File: config.mk
export PLATFORM = sky130hd
export DESIGN_NAME = best_fit_pool_allocator_core
export DESIGN_NICKNAME = d
export VERILOG_FILES = /design/src/design/bfpa_pkg.sv /design/src/design/best_fit_pool_allocator_core.sv
export SDC_FILE = /design/constraint.sdc
export NUM_CORES = 2
export LEC_CHECK = 0
export ABC_CLOCK_PERIOD_IN_PS = 5450
export BUFFER_PORTS_ARGS = -buffer_cell sky130_fd_sc_hd__buf_2
export CORE_MARGIN = 2
export CORE_UTILIZATION = 43
export DETAILED_ROUTE_END_ITERATION = 8
export REMOVE_ABC_BUFFERS = 1
export SLEW_MARGIN = 20
export SYNTH_ARGS = -nofsm -noshare
export SYNTH_HDL_FRONTEND = slang
export SYNTH_SLANG_ARGS = --single-unit
export TNS_END_PERCENT = 10
File: constraint.sdc
create_clock -name clock -period 5.45 [get_ports clock]
set_clock_uncertainty 0.05 [all_clocks]
set_input_delay 1.09 -clock clock [delete_from_list [all_inputs] [get_ports clock]]
set_output_delay 1.09 -clock clock [all_outputs]
set_load 0.02 [all_outputs]
File: src/design/bfpa_pkg.sv
// Shared types and constants for the best-fit pool allocator.
package bfpa_pkg;

   localparam int SIZE_BITS = 16;
   localparam logic [SIZE_BITS-1:0] POOL_RESET = 16'd16384;

   localparam logic OP_ACQUIRE = 1'b0;
   localparam logic OP_RELEASE = 1'b1;

   localparam logic [1:0] ST_OK      = 2'd0;
   localparam logic [1:0] ST_BUSY    = 2'd1;
   localparam logic [1:0] ST_UNKNOWN = 2'd2;

   typedef struct packed {
      logic        operation;
      logic [15:0] req_size;
      logic [15:0] release_offset;
   } req_type;

   typedef struct packed {
      logic [1:0]  status;
      logic [15:0] granted_offset;
      logic [15:0] largest_free;
   } rsp_type;

endpackage

File: src/design/best_fit_pool_allocator_core.sv
// Best-fit pool allocator: slot and free-segment tables in synchronous RAMs.
//
// A request is taken when start is high and busy is low; its response appears
// on rsp_data for one cycle with rsp_strobe and cannot be held off. One request
// is in flight at a time, and busy stays high through the response cycle.
// Every scan pass walks the single-read-port slot or segment RAM one entry per cycle.
// An accepted request runs a slot lookup (releases only), a segment scan and one
// decision state. When the table changes, it then moves entries one at a time through
// S_SHIFT_RD and S_SHIFT_WR, with S_PUT after them when a segment must still be written,
// or uses S_PUT alone for an in-place segment write. Last come a largest-segment scan
// and the response. An acquire with no free slot or an empty segment table, and a
// release with no matching slot, skip straight to the largest-segment scan. The
// longest case is a release that inserts a new first segment into a table of ten.
// Writing the pool size resets the tables to one free segment covering the pool.
module best_fit_pool_allocator_core #(
   parameter int MAX_SLOTS    = 10,
   parameter int MAX_SEGMENTS = 11,
   parameter int OFFSET_BITS  = 16,
   parameter int HEADER_BYTES = 12
) (
   input  logic                clock,
   input  logic                reset,
   input  logic                start,
   output logic                busy,
   input  bfpa_pkg::req_type   req_data,
   output logic                rsp_strobe,
   output bfpa_pkg::rsp_type   rsp_data,
   input  logic                csr_we,
   input  logic [15:0]         csr_wdata
);
   import bfpa_pkg::*;

   localparam int SLOT_IW = (MAX_SLOTS > 1) ? $clog2(MAX_SLOTS) : 1;
   localparam int SLOT_CW = $clog2(MAX_SLOTS + 1);
   localparam int SEG_IW  = $clog2(MAX_SEGMENTS);
   localparam int SEG_CW  = $clog2(MAX_SEGMENTS + 1);
   localparam int IDX_W   = (SEG_CW > SLOT_CW) ? SEG_CW : SLOT_CW;
   localparam int NEED_W  = SIZE_BITS + 1;
   localparam int E_W     = ((OFFSET_BITS > SIZE_BITS) ? OFFSET_BITS : SIZE_BITS) + 1;

   localparam logic [3:0] S_IDLE     = 4'd0;
   localparam logic [3:0] S_SLOT     = 4'd1;
   localparam logic [3:0] S_SCAN     = 4'd2;
   localparam logic [3:0] S_DECIDE   = 4'd3;
   localparam logic [3:0] S_SHIFT_RD = 4'd4;
   localparam logic [3:0] S_SHIFT_WR = 4'd5;
   localparam logic [3:0] S_PUT      = 4'd6;
   localparam logic [3:0] S_MAX      = 4'd7;
   localparam logic [3:0] S_RESP     = 4'd8;

   typedef struct packed {
      logic [OFFSET_BITS-1:0] ofs;
      logic [SIZE_BITS-1:0]   bytes;
   } entry_type;

   entry_type seg_mem  [MAX_SEGMENTS];
   entry_type slot_mem [MAX_SLOTS];

   logic [3:0]             state_ff, state_in;
   logic                   op_ff, op_in;
   logic [NEED_W-1:0]      need_ff, need_in;
   logic [OFFSET_BITS-1:0] ofs_ff, ofs_in;
   logic [SIZE_BITS-1:0]   size_ff, size_in;
   logic [SLOT_IW-1:0]     slot_ff, slot_in;
   logic                   found_ff, found_in;
   logic [NEED_W-1:0]      head_ff, head_in;
   logic [SEG_CW-1:0]      best_ff, best_in;
   entry_type              bsel_ff, bsel_in;
   entry_type              nsel_ff, nsel_in;
   logic                   has_next_ff, has_next_in;
   logic [SEG_CW-1:0]      below_ff, below_in;
   logic [IDX_W-1:0]       idx_ff, idx_in;
   logic [IDX_W-1:0]       pidx_ff, pidx_in;
   logic                   pend_ff, pend_in;
   logic [SEG_CW-1:0]      count_ff, count_in;
   logic [MAX_SLOTS-1:0]   used_ff, used_in;
   logic                   mode_rm_ff, mode_rm_in;
   logic [SEG_CW-1:0]      cur_ff, cur_in;
   logic [SEG_CW-1:0]      lim_ff, lim_in;
   logic                   put_pend_ff, put_pend_in;
   logic [SEG_CW-1:0]      put_addr_ff, put_addr_in;
   entry_type              put_data_ff, put_data_in;
   logic [1:0]             status_ff, status_in;
   logic [OFFSET_BITS-1:0] granted_ff, granted_in;
   logic [SIZE_BITS-1:0]   max_ff, max_in;

   entry_type              seg_rdata_ff, slot_rdata_ff;
   logic [SEG_IW-1:0]      seg_raddr, seg_waddr;
   logic [SLOT_IW-1:0]     slot_raddr, slot_waddr;
   logic                   seg_we, slot_we;
   entry_type              seg_wdata, slot_wdata;

   logic                   free_any;
   logic [SLOT_IW-1:0]     free_slot;
   logic [NEED_W-1:0]      need_calc;
   logic [NEED_W-1:0]      h_calc;
   logic [E_W-1:0]         rel_end;
   logic                   ins_req;
   logic [SEG_CW-1:0]      ins_k;

   always_comb begin
      free_any  = 1'b0;
      free_slot = '0;
      for (int i = MAX_SLOTS - 1; i >= 0; i--) begin
         if (!used_ff[i]) begin
            free_any  = 1'b1;
            free_slot = SLOT_IW'(i);
         end
      end
   end

   always_comb begin
      if (32'(req_data.req_size) < 32'(HEADER_BYTES)) begin
         need_calc = NEED_W'(HEADER_BYTES);
      end else begin
         need_calc = (NEED_W'(req_data.req_size) + NEED_W'(3)) & ~NEED_W'(3);
      end
   end

   assign h_calc  = NEED_W'(seg_rdata_ff.bytes) - need_ff;
   assign rel_end = E_W'(ofs_ff) + E_W'(size_ff);

   always_comb begin
      state_in    = state_ff;
      op_in       = op_ff;
      need_in     = need_ff;
      ofs_in      = ofs_ff;
      size_in     = size_ff;
      slot_in     = slot_ff;
      found_in    = found_ff;
      head_in     = head_ff;
      best_in     = best_ff;
      bsel_in     = bsel_ff;
      nsel_in     = nsel_ff;
      has_next_in = has_next_ff;
      below_in    = below_ff;
      idx_in      = idx_ff;
      pidx_in     = pidx_ff;
      pend_in     = pend_ff;
      count_in    = count_ff;
      used_in     = used_ff;
      mode_rm_in  = mode_rm_ff;
      cur_in      = cur_ff;
      lim_in      = lim_ff;
      put_pend_in = put_pend_ff;
      put_addr_in = put_addr_ff;
      put_data_in = put_data_ff;
      status_in   = status_ff;
      granted_in  = granted_ff;
      max_in      = max_ff;
      seg_raddr   = idx_ff[SEG_IW-1:0];
      slot_raddr  = idx_ff[SLOT_IW-1:0];
      seg_we      = 1'b0;
      seg_waddr   = '0;
      seg_wdata   = '0;
      slot_we     = 1'b0;
      slot_waddr  = slot_ff;
      slot_wdata  = '0;
      ins_req     = 1'b0;
      ins_k       = '0;

      case (state_ff)
         S_IDLE: begin
            if (start) begin
               op_in       = req_data.operation;
               need_in     = need_calc;
               ofs_in      = OFFSET_BITS'(req_data.release_offset);
               slot_in     = free_slot;
               found_in    = 1'b0;
               has_next_in = 1'b0;
               below_in    = '0;
               put_pend_in = 1'b0;
               status_in   = ST_OK;
               granted_in  = '0;
               if (req_data.operation == OP_RELEASE) begin
                  state_in = S_SLOT;
               end else if (free_any && count_ff != '0) begin
                  state_in = S_SCAN;
               end else begin
                  status_in = ST_BUSY;
                  state_in  = S_MAX;
               end
            end
         end

         S_SLOT: begin
            if (pend_ff && used_ff[pidx_ff[SLOT_IW-1:0]] && slot_rdata_ff.ofs == ofs_ff) begin
               slot_in                        = pidx_ff[SLOT_IW-1:0];
               size_in                        = slot_rdata_ff.bytes;
               used_in[pidx_ff[SLOT_IW-1:0]]  = 1'b0;
               state_in                       = S_SCAN;
            end else if (idx_ff < IDX_W'(MAX_SLOTS)) begin
               pend_in = 1'b1;
               pidx_in = idx_ff;
               idx_in  = idx_ff + 1'b1;
            end else begin
               pend_in = 1'b0;
               if (!pend_ff) begin
                  status_in = ST_UNKNOWN;
                  state_in  = S_MAX;
               end
            end
         end

         S_SCAN: begin
            if (pend_ff) begin
               if (op_ff == OP_ACQUIRE) begin
                  if (NEED_W'(seg_rdata_ff.bytes) > need_ff &&
                      (!found_ff || h_calc < head_ff)) begin
                     found_in = 1'b1;
                     head_in  = h_calc;
                     best_in  = SEG_CW'(pidx_ff);
                     bsel_in  = seg_rdata_ff;
                  end
               end else begin
                  if (pidx_ff == '0) begin
                     below_in    = '0;
                     bsel_in     = seg_rdata_ff;
                     has_next_in = 1'b0;
                  end else if (seg_rdata_ff.ofs < ofs_ff) begin
                     below_in    = SEG_CW'(pidx_ff);
                     bsel_in     = seg_rdata_ff;
                     has_next_in = 1'b0;
                  end else if (SEG_CW'(pidx_ff) == below_ff + 1'b1) begin
                     nsel_in     = seg_rdata_ff;
                     has_next_in = 1'b1;
                  end
               end
            end
            if (idx_ff < IDX_W'(count_ff)) begin
               pend_in = 1'b1;
               pidx_in = idx_ff;
               idx_in  = idx_ff + 1'b1;
            end else begin
               pend_in = 1'b0;
               if (!pend_ff) begin
                  state_in = S_DECIDE;
               end
            end
         end

         S_DECIDE: begin
            state_in = S_MAX;
            if (op_ff == OP_ACQUIRE) begin
               if (!found_ff) begin
                  status_in = ST_BUSY;
               end else begin
                  used_in[slot_ff] = 1'b1;
                  slot_we          = 1'b1;
                  slot_wdata.ofs   = bsel_ff.ofs;
                  granted_in       = bsel_ff.ofs;
                  if (head_ff <= NEED_W'(HEADER_BYTES)) begin
                     slot_wdata.bytes = bsel_ff.bytes;
                     mode_rm_in       = 1'b1;
                     cur_in           = best_ff;
                     lim_in           = count_ff - 1'b1;
                     count_in         = count_ff - 1'b1;
                     state_in         = S_SHIFT_RD;
                  end else begin
                     slot_wdata.bytes  = SIZE_BITS'(need_ff);
                     put_pend_in       = 1'b1;
                     put_addr_in       = best_ff;
                     put_data_in.ofs   = OFFSET_BITS'(E_W'(bsel_ff.ofs) + E_W'(need_ff));
                     put_data_in.bytes = SIZE_BITS'(head_ff);
                     state_in          = S_PUT;
                  end
               end
            end else begin
               if (count_ff == '0) begin
                  ins_req = 1'b1;
                  ins_k   = '0;
               end else if (ofs_ff < bsel_ff.ofs) begin
                  if (rel_end == E_W'(bsel_ff.ofs)) begin
                     put_pend_in       = 1'b1;
                     put_addr_in       = '0;
                     put_data_in.ofs   = ofs_ff;
                     put_data_in.bytes = SIZE_BITS'(E_W'(bsel_ff.bytes) + E_W'(size_ff));
                     state_in          = S_PUT;
                  end else begin
                     ins_req = 1'b1;
                     ins_k   = '0;
                  end
               end else if (E_W'(bsel_ff.ofs) + E_W'(bsel_ff.bytes) == E_W'(ofs_ff)) begin
                  put_pend_in     = 1'b1;
                  put_addr_in     = below_ff;
                  put_data_in.ofs = bsel_ff.ofs;
                  if (has_next_ff && rel_end == E_W'(nsel_ff.ofs)) begin
                     put_data_in.bytes = SIZE_BITS'(E_W'(bsel_ff.bytes) + E_W'(size_ff)
                                                    + E_W'(nsel_ff.bytes));
                     mode_rm_in        = 1'b1;
                     cur_in            = below_ff + 1'b1;
                     lim_in            = count_ff - 1'b1;
                     count_in          = count_ff - 1'b1;
                     state_in          = S_SHIFT_RD;
                  end else begin
                     put_data_in.bytes = SIZE_BITS'(E_W'(bsel_ff.bytes) + E_W'(size_ff));
                     state_in          = S_PUT;
                  end
               end else if (has_next_ff && rel_end == E_W'(nsel_ff.ofs)) begin
                  put_pend_in       = 1'b1;
                  put_addr_in       = below_ff + 1'b1;
                  put_data_in.ofs   = ofs_ff;
                  put_data_in.bytes = SIZE_BITS'(E_W'(nsel_ff.bytes) + E_W'(size_ff));
                  state_in          = S_PUT;
               end else begin
                  ins_req = 1'b1;
                  ins_k   = below_ff + 1'b1;
               end
               if (ins_req && count_ff < SEG_CW'(MAX_SEGMENTS)) begin
                  mode_rm_in        = 1'b0;
                  cur_in            = count_ff;
                  lim_in            = ins_k;
                  count_in          = count_ff + 1'b1;
                  put_pend_in       = 1'b1;
                  put_addr_in       = ins_k;
                  put_data_in.ofs   = ofs_ff;
                  put_data_in.bytes = size_ff;
                  state_in          = S_SHIFT_RD;
               end
            end
         end

         S_SHIFT_RD: begin
            if (mode_rm_ff ? (cur_ff < lim_ff) : (cur_ff > lim_ff)) begin
               seg_raddr = mode_rm_ff ? SEG_IW'(cur_ff + 1'b1) : SEG_IW'(cur_ff - 1'b1);
               state_in  = S_SHIFT_WR;
            end else begin
               state_in = put_pend_ff ? S_PUT : S_MAX;
            end
         end

         S_SHIFT_WR: begin
            seg_we    = 1'b1;
            seg_waddr = cur_ff[SEG_IW-1:0];
            seg_wdata = seg_rdata_ff;
            cur_in    = mode_rm_ff ? cur_ff + 1'b1 : cur_ff - 1'b1;
            state_in  = S_SHIFT_RD;
         end

         S_PUT: begin
            seg_we    = 1'b1;
            seg_waddr = put_addr_ff[SEG_IW-1:0];
            seg_wdata = put_data_ff;
            state_in  = S_MAX;
         end

         S_MAX: begin
            if (pend_ff && seg_rdata_ff.bytes > max_ff) begin
               max_in = seg_rdata_ff.bytes;
            end
            if (idx_ff < IDX_W'(count_ff)) begin
               pend_in = 1'b1;
               pidx_in = idx_ff;
               idx_in  = idx_ff + 1'b1;
            end else begin
               pend_in = 1'b0;
               if (!pend_ff) begin
                  state_in = S_RESP;
               end
            end
         end

         S_RESP: begin
            state_in = S_IDLE;
         end

         default: begin
            state_in = S_IDLE;
         end
      endcase

      if (state_in != state_ff) begin
         idx_in  = '0;
         pend_in = 1'b0;
         if (state_in == S_MAX) begin
            max_in = '0;
         end
      end

      if (reset || csr_we) begin
         seg_we          = 1'b1;
         seg_waddr       = '0;
         seg_wdata.ofs   = '0;
         seg_wdata.bytes = reset ? POOL_RESET : csr_wdata;
         count_in        = SEG_CW'(1);
         used_in         = '0;
      end
   end

   always_ff @(posedge clock) begin
      if (seg_we) begin
         seg_mem[seg_waddr] <= seg_wdata;
      end
      seg_rdata_ff <= seg_mem[seg_raddr];
   end

   always_ff @(posedge clock) begin
      if (slot_we) begin
         slot_mem[slot_waddr] <= slot_wdata;
      end
      slot_rdata_ff <= slot_mem[slot_raddr];
   end

   always_ff @(posedge clock) begin
      if (reset) begin
         state_ff <= S_IDLE;
         count_ff <= SEG_CW'(1);
         used_ff  <= '0;
         pend_ff  <= 1'b0;
      end else begin
         state_ff <= state_in;
         count_ff <= count_in;
         used_ff  <= used_in;
         pend_ff  <= pend_in;
      end
   end

   always_ff @(posedge clock) begin
      op_ff       <= op_in;
      need_ff     <= need_in;
      ofs_ff      <= ofs_in;
      size_ff     <= size_in;
      slot_ff     <= slot_in;
      found_ff    <= found_in;
      head_ff     <= head_in;
      best_ff     <= best_in;
      bsel_ff     <= bsel_in;
      nsel_ff     <= nsel_in;
      has_next_ff <= has_next_in;
      below_ff    <= below_in;
      idx_ff      <= idx_in;
      pidx_ff     <= pidx_in;
      mode_rm_ff  <= mode_rm_in;
      cur_ff      <= cur_in;
      lim_ff      <= lim_in;
      put_pend_ff <= put_pend_in;
      put_addr_ff <= put_addr_in;
      put_data_ff <= put_data_in;
      status_ff   <= status_in;
      granted_ff  <= granted_in;
      max_ff      <= max_in;
   end

   assign busy                    = (state_ff != S_IDLE);
   assign rsp_strobe              = (state_ff == S_RESP);
   assign rsp_data.status         = status_ff;
   assign rsp_data.granted_offset = 16'(granted_ff);
   assign rsp_data.largest_free   = max_ff;

   a_strobe_then_idle: assert property (@(posedge clock) disable iff (reset)
      rsp_strobe |=> !busy)
      else $error("response strobe not followed by idle");

   a_count_bound: assert property (@(posedge clock) disable iff (reset)
      count_ff <= SEG_CW'(MAX_SEGMENTS))
      else $error("segment count out of range");

   a_fail_no_grant: assert property (@(posedge clock) disable iff (reset)
      (rsp_strobe && rsp_data.status != ST_OK) |-> rsp_data.granted_offset == '0)
      else $error("grant offset on failed request");

   a_csr_init: assert property (@(posedge clock) disable iff (reset)
      csr_we |=> (count_ff == SEG_CW'(1) && used_ff == '0))
      else $error("pool size write did not reinitialize");

endmodule
* Yosys cells after proc, flatten, opt, wreduce, memory -nomap -nowiden *
Memories as Yosys holds them, arrays and structs flattened. A register that Yosys moved wholly into a read port is not among the register bits.
Cells that the tools add are included.

storage, ports and cells
  flip-flop bits (word level) = 252
  RAM bits = 672
  input port bits = 53
  memories kept = 2

cells by class
  add/sub/neg operators = 14
  magnitude comparators = 16
  equality and inequality tests = 48
  mux-type cells = 193
  bitwise operators = 6
  reduce and logical (&&, ||, !) cells = 49

memories
  memory    depth  bits a word  rd ports  clocked after Yosys merged registers in  write ports  line                                text
  seg_mem   11     32           1         1                                        1            best_fit_pool_allocator_core.sv:56  entry_type seg_mem [MAX_SEGMENTS];
  slot_mem  10     32           1         1                                        1            best_fit_pool_allocator_core.sv:57  entry_type slot_mem [MAX_SLOTS];

operators by type and width
  cell                                                   count
  two-way mux 32 bit                                     17
  two-way mux 4 bit                                      70
  two-way mux 16 bit                                     10
  adder 16 bit                                           4
  one-hot mux 32 bit (2 select lines)                    1
  two-way mux 1 bit                                      63
  == test 17 x 16 -> 1 bit                               3
  one-hot mux 4 bit (2 select lines)                     6
  adder 16 x 16 -> 17 bit                                2
  less-than comparator 16 bit                            2
  one-hot mux 16 bit (2 select lines)                    1
  one-hot mux 4 bit (8 select lines)                     1
  two-way mux 10 bit                                     3
  != test 2 bit (second input constant)                  14
  AND reduction 7 bit                                    4
  == test 4 x 3 -> 1 bit (second input constant)         5
  two-way mux 2 bit                                      10
  != test 4 bit (second input constant)                  5
  one-hot mux 10 bit (2 select lines)                    1
  AND reduction 4 bit                                    5
  nonzero test 2 bit                                     9
  adder 16 x 2 -> 17 bit (second input constant)         1
  greater-than comparator 16 x 17 -> 1 bit               1
  <= comparator 17 x 4 -> 1 bit (second input constant)  1
  45 further kinds                                       87

* Logic depth before layout (Yosys ltp) *
  depth after elaboration = 18
  depth in mapped cells = 22
  depth with buffers taken out = 22

* Least setup slack after synthesis *
OpenSTA, ideal clock, no wires.

  kind = reg-to-reg
  start = reg need_ff[3]
  end = reg bsel_ff[0] in the netlist's numbering, enable pin
  data arrival time = 5.372 ns
  setup slack = -0.404 ns
  cell stages (with the launch flop) = 20
  buffers on the path = 0
  clock period less this slack = 5.854 ns
  cell sequence = edfxtp_1 inv_1 ha_1 nor2b_1 o21ai_0 a21boi_0 o21ai_0 a21boi_0 o21ai_0 a21boi_0 o31ai_1 a2111oi_0 o21a_1 nor2_1 ha_1 o21a_1 o21a_1 a2111oi_0 o211ai_1 a21oi_1

between the ends
  longest elaborated chain between the ends = 6

RTL lines
  element                               line                                 text
  from (decl)                           best_fit_pool_allocator_core.sv:61   logic [NEED_W-1:0] need_ff, need_in;
  from (signal assigned)                best_fit_pool_allocator_core.sv:420  need_ff <= need_in;
  subtractor 16 x 17 -> 17 bit          best_fit_pool_allocator_core.sv:120  assign h_calc = NEED_W'(seg_rdata_ff.bytes) - need_ff;
  via h_calc[15]                        best_fit_pool_allocator_core.sv:96   logic [NEED_W-1:0] h_calc;
  less-than comparator 17 bit           best_fit_pool_allocator_core.sv:209  (!found_ff || h_calc < head_ff)) begin
  logical OR 1 bit                      best_fit_pool_allocator_core.sv:209
  logical AND 1 bit                     best_fit_pool_allocator_core.sv:208  if (NEED_W'(seg_rdata_ff.bytes) > need_ff &&
  nonzero test 2 bit (no source line)   n/a
  AND reduction 4 bit (no source line)  n/a
  to (signal assigned)                  best_fit_pool_allocator_core.sv:427  bsel_ff <= bsel_in;
  to (decl)                             best_fit_pool_allocator_core.sv:68   entry_type bsel_ff, bsel_in;

The timed path passes the listed nets, and every way through them passes these cells.
A chain may end at the register's enable or synchronous reset.

* Worst setup path after layout *
  start = reg need_ff[3]
  end = reg bsel_ff[20] in the netlist's numbering, enable pin

The elaborated chain is that of the path after synthesis.

==> metrics.yaml <==
leakage_uw: 0.0186
power-per-cell-area_nw_per_um2: 375
outcome: "finished, final reports clean"
pin_count: 89
grt_max_degree: 85
avgViaCountPerCell: 5.80
cap_violations: 0
port_buffers: 88
synth_area_per_cell_um2: 14.3
htree_levels: 3
vias: 28292
synth_most_common_cell: "edfxtp_1"
cts_root_buf: "clkbuf_16"
drtPass1Iterations: 6
synth_compound_area_share_pct: 8.75
synth_edf_count: 883
ys.flop_type: "edfxtp_1"
synth_area_um2: 45600
synth.distinct_cells: 91
yosys-top-cells-area: "edfxtp_1, mux4_2, ha_1"
post-route-min-period_ns: 5.16
worstPathArrival_ns: 5.49
grtUsageTotal_pct: 24.0
yosys-mux-area-fraction_pct: 10.3
clkTransAtPathRegs_ns: 0.06
yosys.area.top_type_share_pct: 58.1
hp-class: "flop to flop"
drive_gt1_share_pct: 18.7
cp_top_family: "compound AO/OA/AOI/OAI gates"
hold_ws_ns: 0.355
cts_tree: "yes"
hpwlAfterDp_mm: 90.0
yosysWarningCount: 0
final_core_util_pct: 49.8
tightest_slew_ns: 0.957
overflow: 0
synthSimpleGateAreaFrac_pct: 7.43
synthAdderAreaFrac_pct: 5.29
synth.yosys.seq_area_share_pct: 62.6
num-nets-final: 3637
ys_top_cells_by_count: "edfxtp_1, nor2_1, a21oi_1"
synth-xor-area-share_pct: 3.35
cts.sinks: 986
start_kind: "flop"
place_congestion: 0.946
row_count: 119
setup_ws_ns: 0.294
highest_layer: "met4"
ys_seq_elements: 986
wl_per_cell_um: 26.7
final.period_utilization_pct: 94.6
cts_made_buffers: 106
met2WireLength_mm: 62.6
ir_drop_mv: 0.260
area_growth_pct: 14.8
required_ns: 5.78
drv_slew: 0
r2r_slack_ns: 0.29
ant_nets: 0
wl_mm: 130
crit_fanout: 32
crit_buf_inv: 3
antenna_found_initial: 4
maxClockFrequency_mhz: 194
grt_pass1_vias: 27767
initial_core_util_pct: 43.4
place_ws_ns: 0.190
synthCells: 3192
wl_met1_mm: 55.9
drt_iter0_markers: 2762
synth_top_family_by_area: "multiplexers"
async_flop_share_pct: 0
finalSetupViolations: 0
slew-limit-headroom_pct: 35.5
route.detailed.drc: 0
die-area_um2: 109000
crit_type: "flop to flop"
core-area_um2: 105000
cp_cell_sequence: "inv_1 > ha_1 > nor2b_1 > o21ai_0 > a21boi_0 > o21ai_0 > a21boi_0 > o21ai_1 > a21boi_0 > o31ai_2 > a2111oi_1 > o21a_1 > nor2_1 > ha_1 > o21a_1 > o21a_1 > a2111oi_1 > o211ai_1 > buf_4 > a21oi_4 > buf_12"
wl_met3_mm: 7.37
die_y_um: 330
max-clock-path-buffers: 3
worstSkewPairLatency_ns: 0.72
synth_area_leader_cell: "edfxtp_1"
hold_viol: 0
cp_slowest_stage_delay_ns: 0.50
grt_first_pass_wirelength_mm: 191
crit_path_top_delay_cell: "a2111oi_1"
worstSetupEndpointType: "flop"
fp.dieW_um: 330
-- placed cells by master, fill, tap and decap left out, types with 88 or more instances in the layout --
cell	synthesis	final
a21oi_1	182	180
buf_2	10	88
buf_4	1	120
clkbuf_16	0	106
dfxtp_1	103	99
edfxtp_1	883	883
ha_1	180	180
inv_1	139	139
mux4_2	157	157
nand2_1	140	140
nor2_1	248	229
o21ai_0	123	121
xnor2_1	112	112
-- registers in the layout, indices dropped and copies added, names as in the netlist, 16 cells and up --
register,cells
bsel_ff,32
granted_ff,16
head_ff,17
max_ff,16
nsel_ff,32
ofs_ff,16
put_data_ff,32
seg_mem,352
seg_rdata_ff,32
size_ff,16
slot_mem,320
slot_rdata_ff,32
-- logic make-up (layout without fill, tap and decap cells) --
family | Yosys count | count (layout)
compound gates | 612 | 612
xor+xnor | 165 | 165
fa+ha+maj | 188 | 188
buf+inv | 268 | 565
flops | 986 | 986
mux | 271 | 271
other cells | 0 | 2
simple gates | 702 | 702
-- through the flow --
step	power, uW	cells	instance area (um^2)	setup TNS (ns)
after CTS	19700	4879	52400	0
after global routing	20300	4881	52400	-4.29
after detailed placement	12400	4678	48800	0
final	19600	4882	52400	0
after floorplan	11300	3065	45100	-335.31
after global placement	12400	4678	48800	0
-- repair_timing --
item / CTS / global route
setup buffers: 0 / 1
hold buffers: 0 / 0
gates resized for setup: 0 / 10
setup endpoints to repair: 0 / 57
endpoints found under the hold margin: 0 / 0
-- worst paths after layout --
kind                           from           to  cells after the start
hold reg to reg   slot_rdata_ff[11]  size_ff[11]                      0
setup / recovery         need_ff[3]  bsel_ff[20]                     21
hold / removal    slot_rdata_ff[11]  size_ff[11]                      0
setup reg to reg         need_ff[3]  bsel_ff[20]                     21
-- area by class of cell --
cell class | instances | area (um^2)
antenna | 2 | 5.00
clock buffer | 145 | 2900
clock inverter | 56 | 663
fill | 8969 | 52900
inverter | 141 | 529
multi-input combinational | 1938 | 16300
sequential | 986 | 28600
tap | 1391 | 1740
timing repair buffer | 223 | 1640
-- per-layer routing --
| layer | global-route usage, % | vias to the layer above |
|---|---|---|
| met3 | 3.36 | 203 |
| met5 | 0 | - |
| li1 | - | 12738 |
| met2 | 39.3 | 946 |
| met4 | 8.18 | 0 |
| met1 | 33.1 | 14405 |
-- report_power, final --
group / internal (uW) / switching [uW] / leakage (uW)
clock: 4200 / 3090 / 0.00171
sequential: 8580 / 480 / 0.00922
combinational: 1400 / 1880 / 0.00768
total: 14200 / 5450 / 0.0186
Power figures use the tool's default switching activity.
